==> src/rtl/ojc_pkg.sv <==
// Package: shared types and constants of the odometry jump corrector.
package ojc_pkg;
	localparam int FRAC_BITS = 16;
	localparam logic [15:0] MIN_SAMPLES_RESET = 16'd100;
	localparam logic [7:0] SIGMA_LIMIT_RESET = 8'd10;
	localparam logic [0:0] REG_MIN_SAMPLES = 1'b0;
	localparam logic [0:0] REG_SIGMA_LIMIT = 1'b1;

	// datapath operations
	typedef enum logic [3:0] {
		OP_NONE,
		OP_LOAD,
		OP_DIFF,
		OP_SQ_X,
		OP_SQ_Y,
		OP_SQRT_INIT,
		OP_SQRT_STEP,
		OP_TRAVEL,
		OP_DIV_INIT,
		OP_DIV_STEP,
		OP_VAR,
		OP_TEST,
		OP_COMMIT
	} op_t;

	typedef struct packed {
		op_t  op;
		logic sel_var;   // square-root result: variance root (1) or distance (0)
		logic sel_sq;    // division dividend: square sum (1) or error sum (0)
	} cmd_t;

	typedef struct packed {
		logic have_prev;
		logic moving;      // distance nonzero
		logic test_on;     // sample_count > min_samples
		logic var_pos;
		logic step_done;   // iterative unit finished
	} sts_t;

	function automatic logic signed [31:0] sat32(input logic signed [33:0] v);
		if (v > 34'sd2147483647) return 32'sh7fffffff;
		if (v < -34'sd2147483648) return 32'sh80000000;
		return v[31:0];
	endfunction
endpackage

==> src/rtl/ojc_ctrl.sv <==
// Controller: sequences the datapath for one sample and holds the result.
module ojc_ctrl (
	input  logic          clk,
	input  logic          arst_n,
	input  logic          in_valid,
	output logic          in_ready,
	output logic          out_valid,
	input  logic          out_ready,
	output ojc_pkg::cmd_t cmd,
	input  ojc_pkg::sts_t sts
);
	localparam logic [3:0] S_IDLE = 4'd0, S_DIFF = 4'd1, S_SQX = 4'd2, S_SQY = 4'd3,
		S_RTI = 4'd4, S_RT = 4'd5, S_TRV = 4'd6, S_D1I = 4'd7, S_D1 = 4'd8,
		S_D2I = 4'd9, S_D2 = 4'd10, S_VAR = 4'd11, S_VRI = 4'd12, S_VR = 4'd13,
		S_TEST = 4'd14, S_COMMIT = 4'd15;
	logic [3:0] state_q, state_n;
	logic       busy_q;

	assign in_ready = (state_q == S_IDLE) && !out_valid;

	always_comb begin
		state_n = state_q;
		cmd = '{op: ojc_pkg::OP_NONE, sel_var: 1'b0, sel_sq: 1'b0};
		unique case (state_q)
			S_IDLE: if (in_valid && in_ready) begin
				cmd.op = ojc_pkg::OP_LOAD; state_n = S_DIFF;
			end
			S_DIFF: begin
				cmd.op = ojc_pkg::OP_DIFF;
				state_n = sts.have_prev ? S_SQX : S_COMMIT;
			end
			S_SQX: begin cmd.op = ojc_pkg::OP_SQ_X; state_n = S_SQY; end
			S_SQY: begin cmd.op = ojc_pkg::OP_SQ_Y; state_n = S_RTI; end
			S_RTI: begin cmd.op = ojc_pkg::OP_SQRT_INIT; state_n = S_RT; end
			S_RT: begin
				cmd.op = ojc_pkg::OP_SQRT_STEP;
				if (sts.step_done) state_n = S_TRV;
			end
			S_TRV: begin
				cmd.op = ojc_pkg::OP_TRAVEL;
				state_n = (sts.moving && sts.test_on) ? S_D1I : S_COMMIT;
			end
			S_D1I: begin cmd.op = ojc_pkg::OP_DIV_INIT; state_n = S_D1; end
			S_D1: begin
				cmd.op = ojc_pkg::OP_DIV_STEP;
				if (sts.step_done) state_n = S_D2I;
			end
			S_D2I: begin cmd.op = ojc_pkg::OP_DIV_INIT; cmd.sel_sq = 1'b1; state_n = S_D2; end
			S_D2: begin
				cmd.op = ojc_pkg::OP_DIV_STEP; cmd.sel_sq = 1'b1;
				if (sts.step_done) state_n = S_VAR;
			end
			S_VAR: begin cmd.op = ojc_pkg::OP_VAR; state_n = S_VRI; end
			S_VRI: begin
				cmd.op = ojc_pkg::OP_SQRT_INIT;
				state_n = sts.var_pos ? S_VR : S_COMMIT;
			end
			S_VR: begin
				cmd.op = ojc_pkg::OP_SQRT_STEP; cmd.sel_var = 1'b1;
				if (sts.step_done) state_n = S_TEST;
			end
			S_TEST: begin cmd.op = ojc_pkg::OP_TEST; state_n = S_COMMIT; end
			S_COMMIT: begin cmd.op = ojc_pkg::OP_COMMIT; state_n = S_IDLE; end
			default: state_n = S_IDLE;
		endcase
	end

	always_ff @(posedge clk or negedge arst_n) begin
		if (!arst_n) begin
			state_q <= S_IDLE;
			busy_q <= 1'b0;
		end else begin
			state_q <= state_n;
			if (state_q == S_COMMIT) busy_q <= 1'b1;
			else if (out_ready) busy_q <= 1'b0;
		end
	end

	assign out_valid = busy_q;
endmodule

==> config.mk <==
export PLATFORM = sky130hd
export DESIGN_NAME = ojc_ctrl
export DESIGN_NICKNAME = d
export VERILOG_FILES = /design/src/rtl/ojc_pkg.sv /design/src/rtl/ojc_ctrl.sv
export SDC_FILE = /design/constraint.sdc
export NUM_CORES = 1
export LEC_CHECK = 0
export BUFFER_PORTS_ARGS = -buffer_cell sky130_fd_sc_hd__buf_2
export CAP_MARGIN = 10
export CORE_AREA = 8 8 45 47
export CTS_BUF_LIST = sky130_fd_sc_hd__clkbuf_8 sky130_fd_sc_hd__clkbuf_16
export DETAILED_ROUTE_END_ITERATION = 8
export DIE_AREA = 0 0 53 55
export SLEW_MARGIN = 20
export SYNTH_ARGS = -nofsm -noshare
export SYNTH_HDL_FRONTEND = slang
export SYNTH_SLANG_ARGS = --single-unit
export TNS_END_PERCENT = 30
==> constraint.sdc <==
create_clock -name clk -period 1.3 [get_ports clk]
set_input_delay 0.195 -clock clk [delete_from_list [all_inputs] [get_ports clk]]
set_output_delay 0.195 -clock clk [all_outputs]
set_load 0.05 [all_outputs]
Word-level counts from Yosys, hierarchy flattened
Index checks and enable logic that the tools add are counted.

cells by class
  equality and inequality tests = 20
  multiplexer cells = 15
  reductions and logical operators = 12

operators with widths
  kind                                                                      number
  4-bit case mux with 16 select lines                                       1
  4-bit case mux with 12 select lines                                       1
  4-bit equality test (second input constant)                               8
  4-bit 2-to-1 mux                                                          7
  4-bit by 3-bit equality test with 1-bit output (second input constant)    4
  2-bit OR reduction                                                        5
  4-bit by 2-bit equality test with 1-bit output (second input constant)    2
  2-bit inequality test (second input constant)                             4
  1-bit 2-to-1 mux                                                          5
  5-bit AND reduction                                                       1
  4-bit by 1-bit equality test with 1-bit output (second input constant)    1
  4-bit zero test                                                           1
  1-bit logical AND                                                         3
  2-bit 2-to-1 mux                                                          1
  2-bit by 1-bit inequality test with 1-bit output (second input constant)  1
  2-bit nonzero test                                                        1
  1-bit zero test                                                           1

word-level totals
  register bits after elaboration = 5
  bits of input ports = 9
  logic and storage cells = 49

Longest topological paths before layout
Gate-level depths: netlist of run 1.

  word-level depth = 5
  mapped depth = 4

Worst setup path after synthesis of run 1
Ideal clock, no wire load.

  kind = register to output
  from = reg state_q[3]
  to = out in_ready
  arrival time = 1.802 ns
  data required time = 1.105 ns
  slack = -0.697 ns
  stages on the path, launching flop included = 3
  buffers on the path = 0
  path through = dfrtp_1 or3_4 nor3_1

between the ends
  word-level cells in the longest chain between the ends = 2

ends and longest elaborated chain
  element                   RTL line        source
  start: declaration        ojc_ctrl.sv:16  logic [3:0] state_q, state_n;
  start signal: assignment  ojc_ctrl.sv:73  state_q <= state_n;
  4-bit zero test           ojc_ctrl.sv:19  assign in_ready = (state_q == S_IDLE) && !out_valid;
  1-bit logical AND         ojc_ctrl.sv:19
  end: declaration          ojc_ctrl.sv:6   output logic in_ready,

No other way between the ends.

==> run metrics, run 1 <==
Final Non-Filler Cells=101; dpl cell area=674 um2; largest net degree at the start of global routing=7; fmax=624 MHz; die width=53 um; DRC violations left=0; Hold Path Stages=2; gr ovfl total=0; Die H=55 um; Slew Limit Fails=0; Mapped Cells=50; # setup viols final=8; Multi-input gate area=354 um2; actual slew at the worst max-slew pin=0.312 ns; GRT Util Overall=9.99%; DR pass1 iterations=4; CORE AREA=1380 um2; critical path required time=1.11 ns; Design Area, Final=851 um2; synth warn=0; failing checks=negative setup slack; Placer Congestion=0.775; Mapped Avg Cell Area=8.18 um2; Rel. slew slack=79.1%; syn_nets=59; crit path DAT=1.41 ns; critical path depth=4; WS Path Type=reg2out; Unique masters post-synth=25; vias per cell=4.87; Synth-to-Final Area Change=108%; synthesized flop and latch total=5; total number of vias=492; CP max stage delay=0.43 ns; Setup crit end kind=output pin; CP top delay family=simple AND/OR/NAND/NOR gates; die area=2920 um2; Mapped Area=409 um2; clock slew at reported path FFs=0.04 ns; CTS H-tree depth=1; Max Cap Violations=0; Routed Antenna Nets=0; Final period util=123%; clk_lat worst skew=0.22 ns; clock root cell=clkbuf_8; CP bufs+invs=1; vias in the first global route=510; final WL=1330 um; Crit Path Max Fanout=4; worst path cell trace=or3_4 > a21oi_4 > nor2_4 > buf_6; layout cells sized above 1=67.1%; worst reg-to-reg path cell count=5; final hold vios=0; Util after Layout=61.5%; I/O pins=17; Max stage delay cell, worst path=dfrtp_2; Routed WL per cell=13.2 um; Hold Crit Class=in2reg; Worst Slack Setup Final=-0.303 ns; Final Skew=0.00382 ns; Std-Cell Rows=14; TritonCTS clock tree=yes; Final HPWL DP=972 um; Iter 0 DRT Violations=11; filler cell count=128; unrepaired setup endpoints after global routing=yes; setup TNS=-1.59 ns; initial antenna violation count=0; Inserted Diodes=0; IO Port Bufs=16; status=finished with violations; Seq/Total Area, Yosys=30.6%; dpl cells=94; CTS buffer count=3; nets=95; Seq. cell area=129 um2; Max clock buf depth=2; initial core utilization=29.6%; first-pass GRT wire length=2160 um; CTS sink cnt=5; Critical Path Source Type=flip-flop; final period demand of the worst path=1.60 ns
sequential cells by signal (all words and copies together) (netlist names):
| name | count |
|---|---|
| out_valid | 1 |
| state_q | 4 |
layout make-up:
cell class | instances | area share (%)
multi-input combinational | 38 | 41.6
sequential | 5 | 15.1
clock buffer | 3 | 4.85
clock inverter | 1 | 0.441
timing repair buffer | 35 | 34.0
inverter | 3 | 1.62
tap | 16 | 2.35
worst reg2reg max path, delay by kind of cell (launching register included):
family / cells / cell delay (ns)
compound gates: 2 / 0.28
buf+inv: 2 / 0.22
flops: 1 / 0.43
simple gates: 1 / 0.42
stage by stage:
| step | hold WS, ns | setup WS [ns] |
|---|---|---|
| final | 0.171 | -0.303 |
| after global routing | 0.178 | -0.338 |
| after CTS | 0.166 | -0.330 |
| after detailed placement | 0.0125 | -0.156 |
| after global placement | 0.0140 | -0.132 |
| after floorplan | -0.101 | -0.0795 |
cell usage after synthesis:
| master | instances | area [um2] |
|---|---|---|
| xnor2_1 | 1 | 8.76 |
| or3_4 | 1 | 11.3 |
| o21ai_0 | 6 | 30.0 |
| nor3b_1 | 2 | 15.0 |
| inv_1 | 2 | 7.51 |
| o31a_1 | 1 | 8.76 |
| nand2_1 | 5 | 18.8 |
| mux2i_1 | 1 | 10.0 |
| nor2b_1 | 3 | 18.8 |
| inv_2 | 1 | 3.75 |
| mux2_4 | 1 | 15.0 |
| a311o_1 | 1 | 10.0 |
| dfrtp_1 | 5 | 125 |
| nor3_1 | 1 | 5.00 |
| nand2_2 | 1 | 6.26 |
| o22ai_1 | 1 | 6.26 |
| o22ai_2 | 1 | 12.5 |
| a21oi_1 | 3 | 15.0 |
| a21oi_2 | 1 | 8.76 |
| nor2_1 | 4 | 15.0 |
| buf_4 | 3 | 22.5 |
| buf_2 | 1 | 5.00 |
| o311ai_0 | 1 | 8.76 |
| o221ai_1 | 1 | 8.76 |
| nand2b_1 | 2 | 12.5 |
kinds of logic (layout without fill, tap and decap cells):
family	count (synthesis)	in the layout	synth area share, %
flops	5	5	30.6
xor+xnor	1	1	2.14
buf+inv	7	42	9.48
mux	2	2	6.12
compound gates	16	16	26.6
simple gates	19	19	25.1
worst paths after layout:
path,start,end,slack [ns]
worst max-delay path,state_q[2],cmd[2],-0.30
worst min-delay path,out_ready,out_valid,0.17
worst max register to register,state_q[2],state_q[0],-0.20
worst min register to register,state_q[2],state_q[2],0.68
max in group asynchronous,arst_n,state_q[2],0.83
min in group asynchronous,arst_n,out_valid,0.32
per-layer routing:
metal  part of all wire (%)  up-vias  track usage, %
li1                       -      245               -
met1                     44      224            11.1
met2                     48       21            17.4
met3                    6.2        2            3.21
met4                    1.1        0            3.88
met5                      0        -               0
timing repair:
| action | in CTS | in global routing |
|---|---|---|
| hold buffers | 1 | 0 |
| buffers inserted | 2 | 0 |
| pin swaps | 1 | 1 |
| endpoints found under the hold margin | 5 | 0 |
| setup endpoints to repair | 8 | 8 |
| resized for setup | 25 | 0 |
cells in the final DEF (no fill, tap or decap), types with 2 or more instances in the layout:
| cell type | synthesis | layout |
|---|---|---|
| a21oi_4 | 0 | 3 |
| buf_2 | 1 | 9 |
| buf_4 | 3 | 15 |
| buf_6 | 0 | 9 |
| clkbuf_8 | 0 | 3 |
| dfrtp_1 | 5 | 2 |
| dfrtp_2 | 0 | 3 |
| inv_1 | 2 | 3 |
| nand2_1 | 5 | 4 |
| nand2_2 | 1 | 2 |
| nand2b_1 | 2 | 2 |
| nor2_1 | 4 | 3 |
| nor2b_4 | 0 | 2 |
| o21ai_0 | 6 | 6 |
Power of run 1 is left out: the tool's default activity adds up to more than one toggle a clock period on the data nets, which glitch-free logic cannot reach.
==> run 2: changes to the inputs <==
ABC_AREA = 1   (was unset)
==> run metrics, run 2 <==
clock slew at reported path FFs=0.03 ns (was 0.04 ns); syn_nets=71 (was 59); GRT Util Overall=10.5% (was 9.99%); vias per cell=4.49 (was 4.87); Inserted Diodes=0 (unchanged); synthesized flop and latch total=5 (unchanged); Crit Path Max Fanout=5 (was 4); actual slew at the worst max-slew pin=0.250 ns (was 0.312 ns); filler cell count=116 (was 128); Mapped Cells=62 (was 50); setup TNS=-1.02 ns (was -1.59 ns); Routed WL per cell=11.5 um (was 13.2 um); Biggest register=state_q (unchanged); number of flops mapped to enable cells by yosys=0 (unchanged); first-pass GRT wire length=2320 um (was 2160 um); synth warn=0 (unchanged); synth cell count leaders=15 x nand2_1, 9 x inv_1, 7 x nand2_2 (was 6 x o21ai_0, 5 x dfrtp_1, 5 x nand2_1); Iter 0 DRT Violations=9 (was 11); Max clock buf depth=2 (unchanged); clk_lat worst skew=0.22 ns (about the same); clock root cell=clkbuf_8 (unchanged); largest net degree at the start of global routing=6 (was 7); critical path required time=1.11 ns (about the same); initial antenna violation count=0 (unchanged); # setup viols final=7 (was 8); die width=53 um (unchanged); Final period util=117% (was 123%); unrepaired setup endpoints after global routing=yes (unchanged); DRC violations left=0 (unchanged); Mapped Avg Cell Area=6.70 um2 (was 8.18 um2); synth top area cells=dfrtp_1 30%, nand2_1 14%, nand2_2 11% (was dfrtp_1 31%, o21ai_0 7.3%, buf_4 5.5%); Seq/Total Area, Yosys=30.1% (was 30.6%); Max Cap Violations=0 (unchanged); final hold slack=0.178 ns (was 0.171 ns); wire length on met1=509 um (was 592 um); Std-Cell Rows=14 (unchanged); Async SR Flop Fraction=100% (unchanged); highest layer used for signal routing=met4 (unchanged); die area=2920 um2 (unchanged); Worst Slack Setup Final=-0.218 ns (was -0.303 ns); CORE AREA=1380 um2 (unchanged); crit path DAT=1.32 ns (was 1.41 ns); Hold Crit Class=in2reg (unchanged); Mapped Area=415 um2 (was 409 um2); CTS buffer count=3 (unchanged); layout cells sized above 1=65.7% (was 67.1%); WL met2=716 um (was 640 um); final hold vios=0 (unchanged); CTS H-tree depth=1 (unchanged); Final Skew=0.00152 ns (was 0.00382 ns); Synth area leader=dfrtp_1 (unchanged); Die H=55 um (unchanged); Final HPWL DP=1040 um (was 972 um); nets=109 (was 95); I/O pins=17 (unchanged); final WL=1330 um (about the same); fmax=659 MHz (was 624 MHz); WS Path Type=reg2out (unchanged); Placer Congestion=0.883 (was 0.775); IO Port Bufs=16 (unchanged); DR pass1 iterations=4 (unchanged); Multi-input gate area=305 um2 (was 354 um2); Top FF cell, synth=dfrtp_1 (unchanged); total number of vias=516 (was 492); Rel. slew slack=83.5% (was 79.1%); R2R setup slack=0.03 ns (was -0.20 ns); commonest cells after routing, fill and taps aside=13 x nand2_1, 13 x buf_4, 10 x buf_6 (was 15 x buf_4, 9 x buf_2, 9 x buf_6); vias in the first global route=530 (was 510); Setup crit end kind=output pin (unchanged); count leader, synth=nand2_1 (was o21ai_0); max reg flops=4 (unchanged); TritonCTS clock tree=yes (unchanged); Routed Antenna Nets=0 (unchanged); Unique masters post-synth=17 (was 25); status=finished with violations (unchanged); Slew Limit Fails=0 (unchanged); Seq. cell area=130 um2 (was 129 um2); post-synth top area share=30.1% (was 30.6%); final period demand of the worst path=1.52 ns (was 1.60 ns); Synth-to-Final Area Change=97.6% (was 108%); failing checks=negative setup slack (unchanged); met3 WL post-DR=92 um (was 83 um); CTS sink cnt=5 (unchanged); Critical Path Source Type=flip-flop (unchanged); gr ovfl total=0 (unchanged); initial core utilization=30.0% (was 29.6%)
run 2: changes by cell type after synthesis, sizes merged, moves of 3 or more:
| cell | previous run | this run |
|---|---|---|
| nor2b | 3 | 0 |
| a21oi | 4 | 1 |
| nor2 | 4 | 9 |
| nand3 | 0 | 4 |
| buf | 4 | 1 |
| nand2 | 6 | 22 |
| inv | 3 | 10 |
| nand4 | 0 | 3 |
| o21ai | 6 | 2 |
run 2: path summary, 6_finish.rpt:
| kind | cells after the start | from | endpoint |
|---|---|---|---|
| worst min register to register | 2 | state_q[1] | state_q[1] |
| worst max-delay path | 5 | state_q[0] | cmd[3] |
| worst max register to register | 7 | state_q[0] | state_q[0] |
| max in group asynchronous | 2 | arst_n | state_q[2] |
| worst min-delay path | 2 | out_ready | out_valid |
| min in group asynchronous | 2 | arst_n | out_valid |
run 2: repair_timing:
item,CTS,global route
endpoints found under the setup margin,9,11
resized for setup,22,9
gates cloned,0,0
hold buffers,1,0
setup buffers,5,2
pin swaps,3,5
endpoints found under the hold margin,5,0
run 2: cell families after synthesis:
family | after synthesis | synth area share [%]
flops | 5 | 30.1
buf+inv | 11 | 11.7
simple gates | 39 | 45.2
compound gates | 7 | 12.9
run 2: area by class of cell:
cell class | count | share of cell area [%]
inverter | 10 | 4.88
multi-input combinational | 46 | 37.2
timing repair buffer | 34 | 34.1
clock buffer | 3 | 5.03
tap | 16 | 2.44
sequential | 5 | 15.9
clock inverter | 1 | 0.457
run 2: per-layer routing:
metal	track usage, %	vias to the layer above
li1	-	274
met1	11.2	230
met2	19.3	10
met3	2.14	2
met4	5.17	0
met5	0	-
run 2: critical path, stage by stage, from the launching register on:
cell and delay, ns:
dfrtp_2 0.46, nand2_4 0.12, inv_4 0.04, buf_6 0.10
o22a_2 0.24, buf_8 0.15
run 2: through the flow:
step / setup WS [ns] / cells / util (%) / cell area [um2]
finish: -0.218 / 115 / 59.3 / 821
global route: -0.259 / 115 / 59.3 / 821
CTS: -0.208 / 116 / 57.4 / 795
detailed placement: -0.103 / 106 / 46.4 / 642
global placement: -0.100 / 106 / 46.4 / 642
floorplan: -0.179 / 62 / - / 455
Power of run 2 is left out for the same reason.
==> run 3: changes to the inputs <==
GPL_TIMING_DRIVEN = 0   (was unset)
==> run metrics, run 3 (synthesis results as in run 2) <==
status=finished with violations (unchanged); failing checks=negative setup slack (unchanged); Worst Slack Setup Final=-0.227 ns (was -0.218 ns); Rel. slew slack=83.4% (was 83.5%); Max Cap Violations=0 (unchanged); Setup crit end kind=output pin (unchanged); Routed Antenna Nets=0 (unchanged); final hold vios=0 (unchanged); vias in the first global route=514 (was 530); Slew Limit Fails=0 (unchanged); unrepaired setup endpoints after global routing=yes (unchanged); clock root cell=clkbuf_8 (unchanged); filler cell count=130 (was 116); final WL=1280 um (was 1330 um); Inserted Diodes=0 (unchanged); layout cells sized above 1=59.1% (was 65.7%); gr ovfl total=0 (unchanged); Max clock buf depth=2 (unchanged); Critical Path Source Type=flip-flop (unchanged); HP Start=out_ready (unchanged); # setup viols final=7 (unchanged); I/O pins=17 (unchanged); max reg flops=4 (unchanged); Hold Crit Class=in2reg (unchanged); Util after Layout=54.3% (was 59.3%); end of the worst hold path=out_valid (unchanged); reg2reg end=state_q[1] (was state_q[0]); commonest cells after routing, fill and taps aside=14 x nand2_1, 10 x buf_2, 9 x buf_4 (was 13 x nand2_1, 13 x buf_4, 10 x buf_6); CTS H-tree depth=1 (unchanged); TritonCTS clock tree=yes (unchanged); CTS sink cnt=5 (unchanged); clock slew at reported path FFs=0.03 ns (about the same); Hold Path Stages=2 (unchanged); Std-Cell Rows=14 (unchanged); critical path required time=1.11 ns (about the same); IO Port Bufs=16 (unchanged); nets=103 (was 109); crit path DAT=1.33 ns (was 1.32 ns); Critical Path Start=state_q[0] (unchanged); die width=53 um (unchanged); actual slew at the worst max-slew pin=0.251 ns (was 0.250 ns); initial core utilization=30.0% (unchanged); CTS buffer count=3 (unchanged); Iter 0 DRT Violations=6 (was 9); clk_lat worst skew=0.22 ns (about the same); vias per cell=4.73 (was 4.49); GRT Util Overall=9.37% (was 10.5%); WS Path Type=reg2out (unchanged); Crit Path Max Fanout=5 (unchanged); Biggest register=state_q (unchanged); total number of vias=516 (unchanged); Placer Congestion=0.739 (was 0.883); fmax=655 MHz (was 659 MHz); CORE AREA=1380 um2 (unchanged); Die H=55 um (unchanged); DRC violations left=0 (unchanged); Final period util=117% (about the same); Place WS=-0.155 ns (was -0.103 ns); R2R setup slack=0.12 ns (was 0.03 ns); die area=2920 um2 (unchanged); most common cell after layout, fill and taps aside=nand2_1; Final HPWL DP=940 um (was 1040 um); Final Skew=0.000139 ns (was 0.00152 ns); R2R Path Start=state_q[0] (unchanged); largest net degree at the start of global routing=9 (was 6); final period demand of the worst path=1.53 ns (was 1.52 ns); initial antenna violation count=0 (unchanged); Routed WL per cell=11.7 um (was 11.5 um); first-pass GRT wire length=2010 um (was 2320 um); DR pass1 iterations=4 (unchanged); Synth-to-Final Area Change=81.0% (was 97.6%); worst reg-to-reg path cell count=8 (was 7)
==> run 3: metrics by stage <==
stage / area (um2) / cells / hold WS (ns) / TNS (ns)
finish: 752 / 109 / 0.174 / -1.07
global route: 752 / 109 / 0.182 / -1.54
floorplan: 455 / 62 / -0.101 / -0.641
global placement: 556 / 94 / 0.00796 / -0.403
detailed placement: 556 / 94 / 0.0138 / -0.466
CTS: 714 / 106 / 0.174 / -1.00
==> run 3: metal layers <==
layer	GRT usage, %	part of all wire, %
met4	7.76	3.1
met1	8.58	37
met3	2.14	7.7
met2	17.4	52
met5	0	0
==> run 3: repair_timing <==
item / in CTS / in global routing
gates cloned: 0 / 0
hold endpoints to repair: 5 / 0
resized for setup: 19 / 1
setup buffers: 7 / 3
endpoints found under the setup margin: 7 / 8
pin swaps: 3 / 0
hold buffers: 1 / 0
==> run 3: cell type report <==
class	instances	area (um2)	area share [%]
inverter	10	40.0	5.32
clock inverter	1	3.75	0.499
multi-input combinational	46	288	38.3
clock buffer	3	41.3	5.49
timing repair buffer	27	219	29.1
tap	16	20.0	2.66
sequential	5	129	17.1
buffer	1	11.3	1.50
==> run 3: worst max path at each step <==
stage	slack [ns]	cells after the start	end
2_1_floorplan	-0.18	6	cmd[2]
3_3_place_gp	-0.15	7	cmd[4]
3_5_place_dp	-0.16	7	cmd[4]
4_1_cts	-0.20	7	cmd[2]
5_1_grt	-0.29	7	cmd[2]
6_report	-0.23	5	cmd[3]
==> run 3: critical path: stages (launching register included) <==
cell and delay (ns):
dfrtp_1 0.36, buf_6 0.14, buf_12 0.12, nor2_2 0.16, o22a_2 0.19, buf_8 0.14
Power of run 3 is left out for the same reason.
